==> src/mtf_pkg.sv <==
package mtf_pkg;

  // Default list geometry.
  localparam int DEPTH_DEF = 16;
  localparam int KEY_BITS_DEF = 64;

  // Fixed field widths of the item formats.
  localparam int WORD_BITS = 64;
  localparam int POS_BITS = 4;
  localparam int POS_SPAN = 1 << POS_BITS;
  localparam int FILL_BITS = 5;

  typedef enum logic [1:0] {
    FUNC_INSERT = 2'd0,
    FUNC_FIND   = 2'd1,
    FUNC_READ   = 2'd2,
    FUNC_IDLE   = 2'd3
  } func_t;

  typedef struct packed {
    func_t                 func;
    logic [WORD_BITS-1:0]  key_word;
    logic [WORD_BITS-1:0]  phone_word;
    logic [WORD_BITS-1:0]  address_word;
    logic [POS_BITS-1:0]   position;
  } in_item_t;

  typedef struct packed {
    logic                  hit;
    logic [WORD_BITS-1:0]  out_key;
    logic [WORD_BITS-1:0]  out_phone;
    logic [WORD_BITS-1:0]  out_address;
    logic                  dropped;
    logic [FILL_BITS-1:0]  fill;
  } out_item_t;

  // Operation strobes broadcast to every cell, already qualified by acceptance.
  typedef struct packed {
    logic insert;
    logic find;
    logic read;
  } cell_ctl_t;

endpackage

==> src/mtf_cell.sv <==
module mtf_cell
  import mtf_pkg::*;
#(
  parameter int DEPTH = DEPTH_DEF,
  parameter int KEY_BITS = KEY_BITS_DEF,
  parameter int IDX = 0,
  localparam int CW = $clog2(DEPTH + 1)
) (
  input  logic                 clk,
  input  cell_ctl_t            ctl,
  input  logic                 found_all,
  input  logic [KEY_BITS-1:0]  search_key,
  input  logic [POS_BITS-1:0]  position,
  input  logic [CW-1:0]        count,
  input  logic [KEY_BITS-1:0]  prev_key,
  input  logic [WORD_BITS-1:0] prev_phone,
  input  logic [WORD_BITS-1:0] prev_address,
  input  logic                 seen_in,
  output logic                 seen_out,
  input  logic [KEY_BITS-1:0]  pick_key_in,
  input  logic [WORD_BITS-1:0] pick_phone_in,
  input  logic [WORD_BITS-1:0] pick_address_in,
  output logic [KEY_BITS-1:0]  pick_key_out,
  output logic [WORD_BITS-1:0] pick_phone_out,
  output logic [WORD_BITS-1:0] pick_address_out,
  output logic [KEY_BITS-1:0]  own_key,
  output logic [WORD_BITS-1:0] own_phone,
  output logic [WORD_BITS-1:0] own_address
);

  localparam bit POS_REACH = (IDX < POS_SPAN);

  logic occupied;
  logic match;
  logic first;
  logic pos_eq;
  logic sel;
  logic shift;

  assign occupied = (count > CW'(IDX));
  assign match    = ctl.find && occupied && (own_key == search_key);
  assign first    = match && !seen_in;
  assign seen_out = seen_in || match;
  assign pos_eq   = POS_REACH && (position == POS_BITS'(IDX));
  assign sel      = first || (ctl.read && occupied && pos_eq);

  // Selected record is merged into the pick bus that runs along the row.
  assign pick_key_out     = pick_key_in | ({KEY_BITS{sel}} & own_key);
  assign pick_phone_out   = pick_phone_in | ({WORD_BITS{sel}} & own_phone);
  assign pick_address_out = pick_address_in | ({WORD_BITS{sel}} & own_address);

  // On an insert every cell takes its neighbour's record; on a find hit, cells up to the frontmost match do.
  assign shift = ctl.insert || (ctl.find && found_all && !seen_in);

  always_ff @(posedge clk) begin
    if (shift) begin
      own_key     <= prev_key;
      own_phone   <= prev_phone;
      own_address <= prev_address;
    end
  end

endmodule

==> config.mk <==
export PLATFORM = sky130hd
export DESIGN_NAME = mtf_cell
export DESIGN_NICKNAME = d
export VERILOG_FILES = /design/src/mtf_pkg.sv /design/src/mtf_cell.sv
export SDC_FILE = /design/constraint.sdc
export NUM_CORES = 1
export LEC_CHECK = 0
export ABC_CLOCK_PERIOD_IN_PS = 17700
export BUFFER_PORTS_ARGS = -buffer_cell sky130_fd_sc_hd__clkbuf_2
export CORE_AREA = 4 4 332 334
export CTS_CLUSTER_SIZE = 30
export DETAILED_ROUTE_END_ITERATION = 16
export DIE_AREA = 0 0 336 338
export GPL_ROUTABILITY_DRIVEN = 1
export GPL_TIMING_DRIVEN = 0
export SKIP_CTS_REPAIR_TIMING = 1
export SLEW_MARGIN = 5
export SYNTH_ARGS = -nofsm -noshare
export SYNTH_HDL_FRONTEND = slang
export SYNTH_SLANG_ARGS = --single-unit
export TNS_END_PERCENT = 5
==> constraint.sdc <==
create_clock -name clk -period 17.7 [get_ports clk]
set_input_delay 0 -clock clk [delete_from_list [all_inputs] [get_ports clk]]
set_output_delay 0 -clock clk [all_outputs]
set_load 0.005 [all_outputs]
==> impl_results.html, run 1 <==
<table>
<tr><th>Metric</th><th>Value</th></tr>
<tr><th colspan="2">Synthesis</th></tr>
<tr><td>Share of the synthesized area in compound gates (AO/OA/AOI/OAI)</td><td>0.348</td></tr>
<tr><td>Synth Warn #</td><td>0</td></tr>
<tr><td>Adder-cell share of the synthesized area</td><td>0</td></tr>
<tr><td>Synth Cell Area</td><td>11600 um^2</td></tr>
<tr><td>Mux cell area share after synthesis</td><td>0</td></tr>
<tr><td>Mean instance size in the synthesized netlist</td><td>12.2 um^2</td></tr>
<tr><td>Dominant register cell in the synthesized netlist</td><td>sky130_fd_sc_hd__edfxtp_1</td></tr>
<tr><td>Syn_nets</td><td>roughly 1400</td></tr>
<tr><td>Seq/Total Area, Yosys</td><td>0.496</td></tr>
<tr><td>Count leader, synth</td><td>sky130_fd_sc_hd__inv_1</td></tr>
<tr><td>Count of flip-flops with a built-in enable after synthesis</td><td>192</td></tr>
<tr><td>Top area cells in the synthesized netlist</td><td>sky130_fd_sc_hd__edfxtp_1 (50%), sky130_fd_sc_hd__o41ai_2 (24%), sky130_fd_sc_hd__a21oi_1 (8.3%)</td></tr>
<tr><td>Area share of xor/xnor cells in the synthesized design</td><td>0.0347</td></tr>
<tr><td>Post-Synthesis Cells</td><td>956</td></tr>
<tr><td>Most used standard cells in the synthesized netlist</td><td>sky130_fd_sc_hd__inv_1 (195), sky130_fd_sc_hd__a21oi_1 (192), sky130_fd_sc_hd__edfxtp_1 (192)</td></tr>
<tr><td>Register bit count reported by yosys</td><td>around 190</td></tr>
<tr><td>Distinct cell type count of the synthesized netlist</td><td>30</td></tr>
<tr><td>Simple logic cell fraction of the synthesized area</td><td>0.0201</td></tr>
<tr><td>Cell type contributing the most total cell area after synthesis</td><td>sky130_fd_sc_hd__edfxtp_1</td></tr>
<tr><td>Largest family of logic cells by synthesized area</td><td>compound AO/OA/AOI/OAI gates</td></tr>
<tr><td>Top cell type's share of synthesized area</td><td>0.496</td></tr>
<tr><td>FFs w/ async S/R, synth</td><td>0</td></tr>
<tr><th colspan="2">Finish</th></tr>
<tr><td>Count of placed standard cells in the final layout, fillers left out</td><td>around 3500</td></tr>
<tr><td>Signed area change from the synthesized netlist to the final layout</td><td>75.3%</td></tr>
<tr><td>Fillers</td><td>between 10000 and 15000</td></tr>
<tr><td>Proportion of layout cells with a drive suffix above 1</td><td>0.536</td></tr>
<tr><td>Util after Layout</td><td>0.191</td></tr>
<tr><td>Net count of the finished layout</td><td>2484</td></tr>
<tr><td>Post-route cell area</td><td>20400 um^2</td></tr>
<tr><th colspan="2">Place</th></tr>
<tr><td>Post-detailed-placement half-perimeter wirelength</td><td>between 70 and 80 mm</td></tr>
<tr><td>Port Buffers</td><td>around 850</td></tr>
<tr><td>Placed cell count</td><td>3213</td></tr>
<tr><td>DP Area</td><td>between 15000 and 20000 um^2</td></tr>
<tr><td>Final weighted congestion of routability-driven global placement</td><td>roughly 0.94</td></tr>
<tr><th colspan="2">Power and ir drop</th></tr>
<tr><td>Total power density per cell area</td><td>roughly 70 nW/um^2</td></tr>
<tr><td>Fraction of power spent switching nets</td><td>0.342</td></tr>
<tr><td>Internal power contribution</td><td>around 910 uW</td></tr>
<tr><td>Worst IR drop on VDD</td><td>0.0000526 V</td></tr>
<tr><td>Switching component of the power</td><td>between 400 and 500 uW</td></tr>
<tr><td>Leakage power total</td><td>9.09 nW</td></tr>
<tr><td>Proportion of power drawn by combinational gates</td><td>0.228</td></tr>
<tr><td>Clock power share</td><td>0.320</td></tr>
<tr><td>Sequential fraction of design power</td><td>0.452</td></tr>
<tr><th colspan="2">Clocking</th></tr>
<tr><td>CTS tree</td><td>built</td></tr>
<tr><td>Maximum clock path buffer count</td><td>2</td></tr>
<tr><td>Clock sinks</td><td>roughly 190</td></tr>
<tr><td>Clock root buffer</td><td>sky130_fd_sc_hd__clkbuf_16</td></tr>
<tr><td>Number of levels in the clock H-tree</td><td>4</td></tr>
<tr><td>Clock buffer count from CTS</td><td>17</td></tr>
<tr><td>Clock slew at the register clock pins of the worst setup and hold paths</td><td>0.09 ns</td></tr>
<tr><th colspan="2">Run</th></tr>
<tr><td>Total of max-cap violations</td><td>0</td></tr>
<tr><th colspan="2">Floorplan</th></tr>
<tr><td>Count of pins on the block boundary</td><td>848</td></tr>
<tr><td>Height of the die</td><td>about 340 um</td></tr>
<tr><td>Total die area</td><td>between 100000 and 150000 um^2</td></tr>
<tr><td>Starting Density</td><td>0.109</td></tr>
<tr><td>Total number of placement rows</td><td>120</td></tr>
<tr><td>Area of the placeable core</td><td>~110000 um^2</td></tr>
<tr><td>Die width</td><td>about 340 um</td></tr>
<tr><th colspan="2">GRT</th></tr>
<tr><td>Antenna violations before repair</td><td>43</td></tr>
<tr><td>Pin count of the biggest net entering global routing</td><td>28</td></tr>
<tr><td>Global-route usage over all layers</td><td>0.148</td></tr>
<tr><td>First-pass GRT wire length</td><td>approximately 110 mm</td></tr>
<tr><td>Global route overflow</td><td>0</td></tr>
<tr><td>Via count of the first global-routing pass</td><td>approximately 12000</td></tr>
<tr><th colspan="2">Worst setup path</th></tr>
<tr><td>Most used cell along the critical path</td><td>sky130_fd_sc_hd__nand4_1</td></tr>
<tr><td>Cell breakdown of the critical path</td><td>xnor2_1 &gt; nand4_1 &gt; nor4_1 &gt; nand4_1 &gt; clkbuf_1 &gt; o41ai_1 &gt; clkbuf_2</td></tr>
<tr><td>Required time worst endpoint</td><td>approximately 18 ns</td></tr>
<tr><td>Crit-path slowest cell</td><td>sky130_fd_sc_hd__o41ai_1</td></tr>
<tr><td>Arrival time at the worst endpoint</td><td>a little under 5 ns</td></tr>
<tr><td>Capturing element of the worst setup path</td><td>pick_phone_out[63]</td></tr>
<tr><td>Worst setup path start</td><td>own_key[57]$_DFFE_PP_</td></tr>
<tr><td>Nature of the critical path startpoint</td><td>flop</td></tr>
<tr><td>Largest incremental delay on the critical path</td><td>approximately 1.1 ns</td></tr>
<tr><td>Critical path fanouts, max</td><td>10</td></tr>
<tr><td>Crit Path Class</td><td>reg2out</td></tr>
<tr><td>Crit end category</td><td>primary output</td></tr>
<tr><th colspan="2">STA</th></tr>
<tr><td>Worst Tran Pin Value</td><td>around 1.3 ns</td></tr>
<tr><td>Time the worst path needs with I/O delays and setup</td><td>about 5 ns</td></tr>
<tr><td>Portion of the clock cycle consumed by the worst path in the final layout</td><td>0.280</td></tr>
<tr><td>Worst hold slack after final layout</td><td>0.172 ns</td></tr>
<tr><td>Number of failing hold endpoints at the final stage</td><td>0</td></tr>
<tr><td>Maximum clock frequency</td><td>just over 200 MHz</td></tr>
<tr><td>Finish-stage setup viols</td><td>0</td></tr>
<tr><td>Max transition margin</td><td>0.123</td></tr>
<tr><td>Max Slew Vio Count</td><td>0</td></tr>
<tr><td>Setup repair after global routing missed its margin</td><td>no</td></tr>
<tr><td>Total negative setup slack</td><td>0 ns</td></tr>
<tr><th colspan="2">Route</th></tr>
<tr><td>Post-detailed-route via-to-cell ratio</td><td>between 3 and 4</td></tr>
<tr><td>DRT Wirelength</td><td>about 90 mm</td></tr>
<tr><td>Drt first pass iters</td><td>5</td></tr>
<tr><td>Wire length per cell</td><td>between 20 and 30 um</td></tr>
<tr><td>Number of nets with antenna violations after routing</td><td>0</td></tr>
<tr><td>Overall via count from detail_route</td><td>~13000</td></tr>
<tr><td>Starting DRT DRC Count</td><td>737</td></tr>
<tr><td>DRC errors left</td><td>0</td></tr>
<tr><th colspan="2">Status</th></tr>
<tr><td>Result of the run</td><td>finished clean</td></tr>
<tr><th colspan="2">Min path</th></tr>
<tr><td>Cell depth of the worst hold path</td><td>2</td></tr>
<tr><td>Type of the tightest min-delay check</td><td>in2reg</td></tr>
</table>
==> cell usage in the layout (no fill, tap or decap), types with 5 or more instances in the layout <==
cell type and instances:
sky130_fd_sc_hd__a21oi_1 192, sky130_fd_sc_hd__buf_12 5, sky130_fd_sc_hd__buf_2 14, sky130_fd_sc_hd__buf_4 6
sky130_fd_sc_hd__buf_6 11, sky130_fd_sc_hd__clkbuf_1 47, sky130_fd_sc_hd__clkbuf_16 17, sky130_fd_sc_hd__clkbuf_2 850
sky130_fd_sc_hd__diode_2 19, sky130_fd_sc_hd__dlygate4sd3_1 192, sky130_fd_sc_hd__edfxtp_1 192, sky130_fd_sc_hd__inv_1 195
sky130_fd_sc_hd__inv_6 5, sky130_fd_sc_hd__nand2b_1 10, sky130_fd_sc_hd__nand4_1 12, sky130_fd_sc_hd__nor4_1 5
sky130_fd_sc_hd__o41ai_1 23, sky130_fd_sc_hd__o41ai_2 169, sky130_fd_sc_hd__xnor2_1 44
==> sequential cells by signal, indices dropped and copies added, names as in the netlist <==
signal and count:
own_phone 64, own_key 64, own_address 64
==> per-layer routing <==
layer,part of all wire,vias up,wire (um),GRT usage
met5,0.00070,-,63,0
met3,0.080,117,7160,0.0503
met2,0.47,772,42400,0.242
li1,-,5836,-,-
met1,0.42,6453,38100,0.186
met4,0.026,10,2310,0.0412
==> logic make-up after synthesis <==
| group | count (synthesis) |
|---|---|
| DFF | 192 |
| buffers and inverters | 280 |
| and+or+nand+nor | 38 |
| xor gates and xnor gates | 46 |
| AOI/OAI and AO/OA | 400 |
==> how the worst min path moves through the flow <==
stage | to | startpoint
3_3_place_gp | own_phone[50]$_DFFE_PP_ | prev_phone[50]
6_report | own_address[63]$_DFFE_PP_ | ctl[2]
3_5_place_dp | own_phone[6]$_DFFE_PP_ | prev_phone[6]
5_1_grt | own_address[1]$_DFFE_PP_ | prev_address[1]
2_1_floorplan | pick_address_out[0] | pick_address_in[0]
4_1_cts | own_phone[38]$_DFFE_PP_ | prev_phone[38]
==> layout make-up <==
type | count | area (um^2) | share of cell area
repair buffers | 1046 | 6340 | 0.311
flip-flops and latches | 192 | 5770 | 0.283
multi-input cells | 484 | 4690 | 0.230
well taps | 1403 | 1760 | 0.0862
inverters | 195 | 732 | 0.0359
plain buffers | 85 | 447 | 0.0219
clock buffers | 18 | 429 | 0.0211
clock inverters | 14 | 165 | 0.00811
diodes | 19 | 47.5 | 0.00233
==> metrics by stage <==
stage | power (mW) | worst slack (ns)
after global routing | 1.46 | 12.51
after CTS | 1.38 | 12.68
after floorplan | 0.708 | 7.47
after global placement | 0.921 | 0.0699
final | 1.38 | 12.74
after detailed placement | 0.914 | 13.30
==> power groups by stage <==
stage,clock network [mW],registers [mW],logic [mW]
global placement,0,0.652,0.270
detailed placement,0,0.636,0.278
global route,0.485,0.631,0.340
finish,0.443,0.626,0.316
CTS,0.472,0.626,0.280
floorplan,0,0.606,0.101
==> worst max-delay path: cells and delay by family, from the launching register on <==
kind | cells | cell delay [ns]
simple gates | 3 | 1.51
flops | 1 | 0.58
xor+xnor | 1 | 0.39
compound gates | 1 | 1.06
buf+inv | 2 | 0.89
(Power assumes the default switching activity.)
==> inputs of run 2 (changes only) <==
Settings changed: ABC_CLOCK_PERIOD_IN_PS 17700 to 4900, CORE_AREA 4 4 332 334 to 4 4 324 326, DIE_AREA 0 0 336 338 to 0 0 328 330.
Clock period 17.7 ns to 4.9 ns, I/O delays scaled along.
==> run 2 against run 1 <==
  * Sequential power grew to 3.6 times the previous value
  * Flip-flop and latch count is the same
  * Clock-buffer cell count shrank 1
  * First-iteration DRC count grew 16%
  * Power grew to 3.6 times the previous value
  * Hold slack lost 0.099 ns
  * Global-route usage grew 0.40 points
  * Die area shrank 4.7%
  * Critical path type unchanged
  * Combinational power grew to 3.6 times the previous value
  * Sequential share of layout area is essentially flat
  * Cell count shrank 0.98%
==> impl_results.html, run 2 (same netlist as run 1, synthesis figures left out) <==
<table>
<tr><th>Metric</th><th>Value</th></tr>
<tr><th colspan="2">Route</th></tr>
<tr><td>DRT Wirelength</td><td>88.0 mm</td></tr>
<tr><td>Number of nets with antenna violations after routing</td><td>0</td></tr>
<tr><td>DRC errors left</td><td>0</td></tr>
<tr><td>Post-detailed-route via-to-cell ratio</td><td>between 3 and 4</td></tr>
<tr><td>Drt first pass iters</td><td>7</td></tr>
<tr><td>Starting DRT DRC Count</td><td>855</td></tr>
<tr><td>Overall via count from detail_route</td><td>between 10000 and 15000</td></tr>
<tr><td>Wire length per cell</td><td>roughly 26 um</td></tr>
<tr><th colspan="2">Worst setup path</th></tr>
<tr><td>Nature of the critical path startpoint</td><td>flop</td></tr>
<tr><td>Critical path fanouts, max</td><td>10</td></tr>
<tr><td>Largest incremental delay on the critical path</td><td>between 0.7 and 0.8 ns</td></tr>
<tr><td>Required time worst endpoint</td><td>about 4.9 ns</td></tr>
<tr><td>Arrival time at the worst endpoint</td><td>4.61 ns</td></tr>
<tr><td>Top delay family on crit path</td><td>buffers and inverters</td></tr>
<tr><td>Crit Path Class</td><td>reg2out</td></tr>
<tr><td>Crit end category</td><td>primary output</td></tr>
<tr><td>Buffering stage count on the worst path with inverters included</td><td>3</td></tr>
<tr><td>Cell breakdown of the critical path</td><td>xnor2_1 &gt; nand4_1 &gt; nor4_2 &gt; nand4_1 &gt; buf_2 &gt; clkbuf_2 &gt; o41ai_2 &gt; clkbuf_2</td></tr>
<tr><td>Crit-path slowest cell</td><td>sky130_fd_sc_hd__o41ai_2</td></tr>
<tr><th colspan="2">Finish</th></tr>
<tr><td>Proportion of layout cells with a drive suffix above 1</td><td>0.538</td></tr>
<tr><td>Count of placed standard cells in the final layout, fillers left out</td><td>around 3400</td></tr>
<tr><td>Largest registers</td><td>own_address x64, own_key x64, own_phone x64</td></tr>
<tr><td>Net count of the finished layout</td><td>between 2000 and 2500</td></tr>
<tr><td>Highest-count cells in the layout ignoring fill and taps</td><td>sky130_fd_sc_hd__clkbuf_2 (850), sky130_fd_sc_hd__inv_1 (195), sky130_fd_sc_hd__dlygate4sd3_1 (193)</td></tr>
<tr><td>Signed area change from the synthesized netlist to the final layout</td><td>75.0%</td></tr>
<tr><td>Commonest non-fill, non-tap cell in the layout</td><td>sky130_fd_sc_hd__clkbuf_2</td></tr>
<tr><th colspan="2">Place</th></tr>
<tr><td>Final weighted congestion of routability-driven global placement</td><td>0.952</td></tr>
<tr><td>Port Buffers</td><td>846</td></tr>
<tr><td>Post-detailed-placement half-perimeter wirelength</td><td>74.3 mm</td></tr>
<tr><td>Placed cell count</td><td>~3200</td></tr>
<tr><td>Post-Place Setup Slack</td><td>-0.135 ns</td></tr>
<tr><th colspan="2">STA</th></tr>
<tr><td>Worst hold slack after final layout</td><td>a little over 0.07 ns</td></tr>
<tr><td>Maximum clock frequency</td><td>around 220 MHz</td></tr>
<tr><td>Smallest setup slack after layout</td><td>between 0.2 and 0.3 ns</td></tr>
<tr><td>Portion of the clock cycle consumed by the worst path in the final layout</td><td>0.942</td></tr>
<tr><td>Max Slew Vio Count</td><td>0</td></tr>
<tr><td>Finish-stage setup viols</td><td>0</td></tr>
<tr><td>Worst Tran Pin Value</td><td>1.44 ns</td></tr>
<tr><td>Number of failing hold endpoints at the final stage</td><td>0</td></tr>
<tr><td>Setup repair after global routing missed its margin</td><td>no</td></tr>
<tr><td>Max transition margin</td><td>0.0402</td></tr>
<tr><td>Time the worst path needs with I/O delays and setup</td><td>4.61 ns</td></tr>
<tr><td>Total negative setup slack</td><td>0 ns</td></tr>
<tr><th colspan="2">Power and ir drop</th></tr>
<tr><td>Fraction of power spent switching nets</td><td>0.343</td></tr>
<tr><td>Worst IR drop on VDD</td><td>around 0.00021 V</td></tr>
<tr><td>Leakage power total</td><td>between 9 and 10 nW</td></tr>
<tr><td>Sequential fraction of design power</td><td>0.453</td></tr>
<tr><td>Proportion of power drawn by combinational gates</td><td>0.233</td></tr>
<tr><td>Clock power share</td><td>0.315</td></tr>
<tr><td>Internal power contribution</td><td>3.25 mW</td></tr>
<tr><td>Switching component of the power</td><td>between 1.5 and 2 mW</td></tr>
<tr><td>Total power density per cell area</td><td>approximately 240 nW/um^2</td></tr>
<tr><th colspan="2">GRT</th></tr>
<tr><td>Via count of the first global-routing pass</td><td>approximately 12000</td></tr>
<tr><td>First-pass GRT wire length</td><td>between 100 and 150 mm</td></tr>
<tr><td>Global route overflow</td><td>0</td></tr>
<tr><td>Global-route usage over all layers</td><td>0.152</td></tr>
<tr><td>Pin count of the biggest net entering global routing</td><td>30</td></tr>
<tr><td>Antenna violations before repair</td><td>45</td></tr>
<tr><th colspan="2">Clocking</th></tr>
<tr><td>Clock sinks</td><td>about 190</td></tr>
<tr><td>Clock root buffer</td><td>sky130_fd_sc_hd__clkbuf_16</td></tr>
<tr><td>CTS tree</td><td>built</td></tr>
<tr><td>Number of levels in the clock H-tree</td><td>4</td></tr>
<tr><td>Clock slew at the register clock pins of the worst setup and hold paths</td><td>0.10 ns</td></tr>
<tr><td>Maximum clock path buffer count</td><td>2</td></tr>
<tr><td>Clock buffer count from CTS</td><td>17</td></tr>
<tr><th colspan="2">Status</th></tr>
<tr><td>Result of the run</td><td>finished clean</td></tr>
<tr><th colspan="2">Floorplan</th></tr>
<tr><td>Total die area</td><td>between 100000 and 150000 um^2</td></tr>
<tr><td>Starting Density</td><td>0.114</td></tr>
<tr><td>Height of the die</td><td>between 300 and 400 um</td></tr>
<tr><td>Count of pins on the block boundary</td><td>between 800 and 900</td></tr>
<tr><td>Die width</td><td>around 330 um</td></tr>
<tr><td>Total number of placement rows</td><td>between 100 and 150</td></tr>
<tr><td>Area of the placeable core</td><td>about 100000 um^2</td></tr>
<tr><th colspan="2">Min path</th></tr>
<tr><td>Type of the tightest min-delay check</td><td>in2reg</td></tr>
<tr><th colspan="2">Run</th></tr>
<tr><td>Total of max-cap violations</td><td>0</td></tr>
</table>
run 2: cell count changes in the layout (fill, tap and decap cells not counted), sizes merged:
cell	delta
clkinv	+3
clkinvlp	+1
inv	-2
clkbuf	-1
bufinv	-1
dlygate4sd3	+1
run 2: stage by stage:
step / instance area (um^2) / total power, mW / util
global placement: 17600 / 3.29 / 0.173
finish: 20300 / 4.95 / 0.200
floorplan: 11600 / 2.53 / -
global route: 20300 / 5.21 / 0.200
detailed placement: 17700 / 3.30 / 0.174
CTS: 18300 / 4.94 / 0.180
run 2: worst paths after layout:
path | start | to | slack [ns] | cells past startpoint
setup / recovery | own_key[6]$_DFFE_PP_ | pick_key_out[44] | 0.29 | 8
hold / removal | found_all | own_key[8]$_DFFE_PP_ | 0.07 | 3
run 2: layer usage:
metal,vias up,global-route usage,routed length (um)
li1,5833,-,-
met1,6557,0.190,36700
met2,808,0.256,42500
met3,152,0.0409,6080
met4,10,0.0461,2700
met5,-,0,64
run 2: power by group through the flow:
stage	clock, mW	sequential (mW)	combinational (mW)
global placement	0	2.29	1.00
finish	1.56	2.24	1.15
detailed placement	0	2.27	1.02
global route	1.71	2.26	1.25
CTS	1.67	2.24	1.03
floorplan	0	2.17	0.367
run 2: cell type report:
cell class / instances / area (um^2)
Clock buffer: 17 / 425
Timing Repair Buffer: 1047 / 6310
Sequential cell: 192 / 5770
Buffer: 85 / 447
Tap cell: 1368 / 1710
Clock inverter: 15 / 190
Antenna cell: 19 / 47.5
Fill cell: 11300 / 81400
Multi-Input combinational cell: 484 / 4700
Inverter: 195 / 732
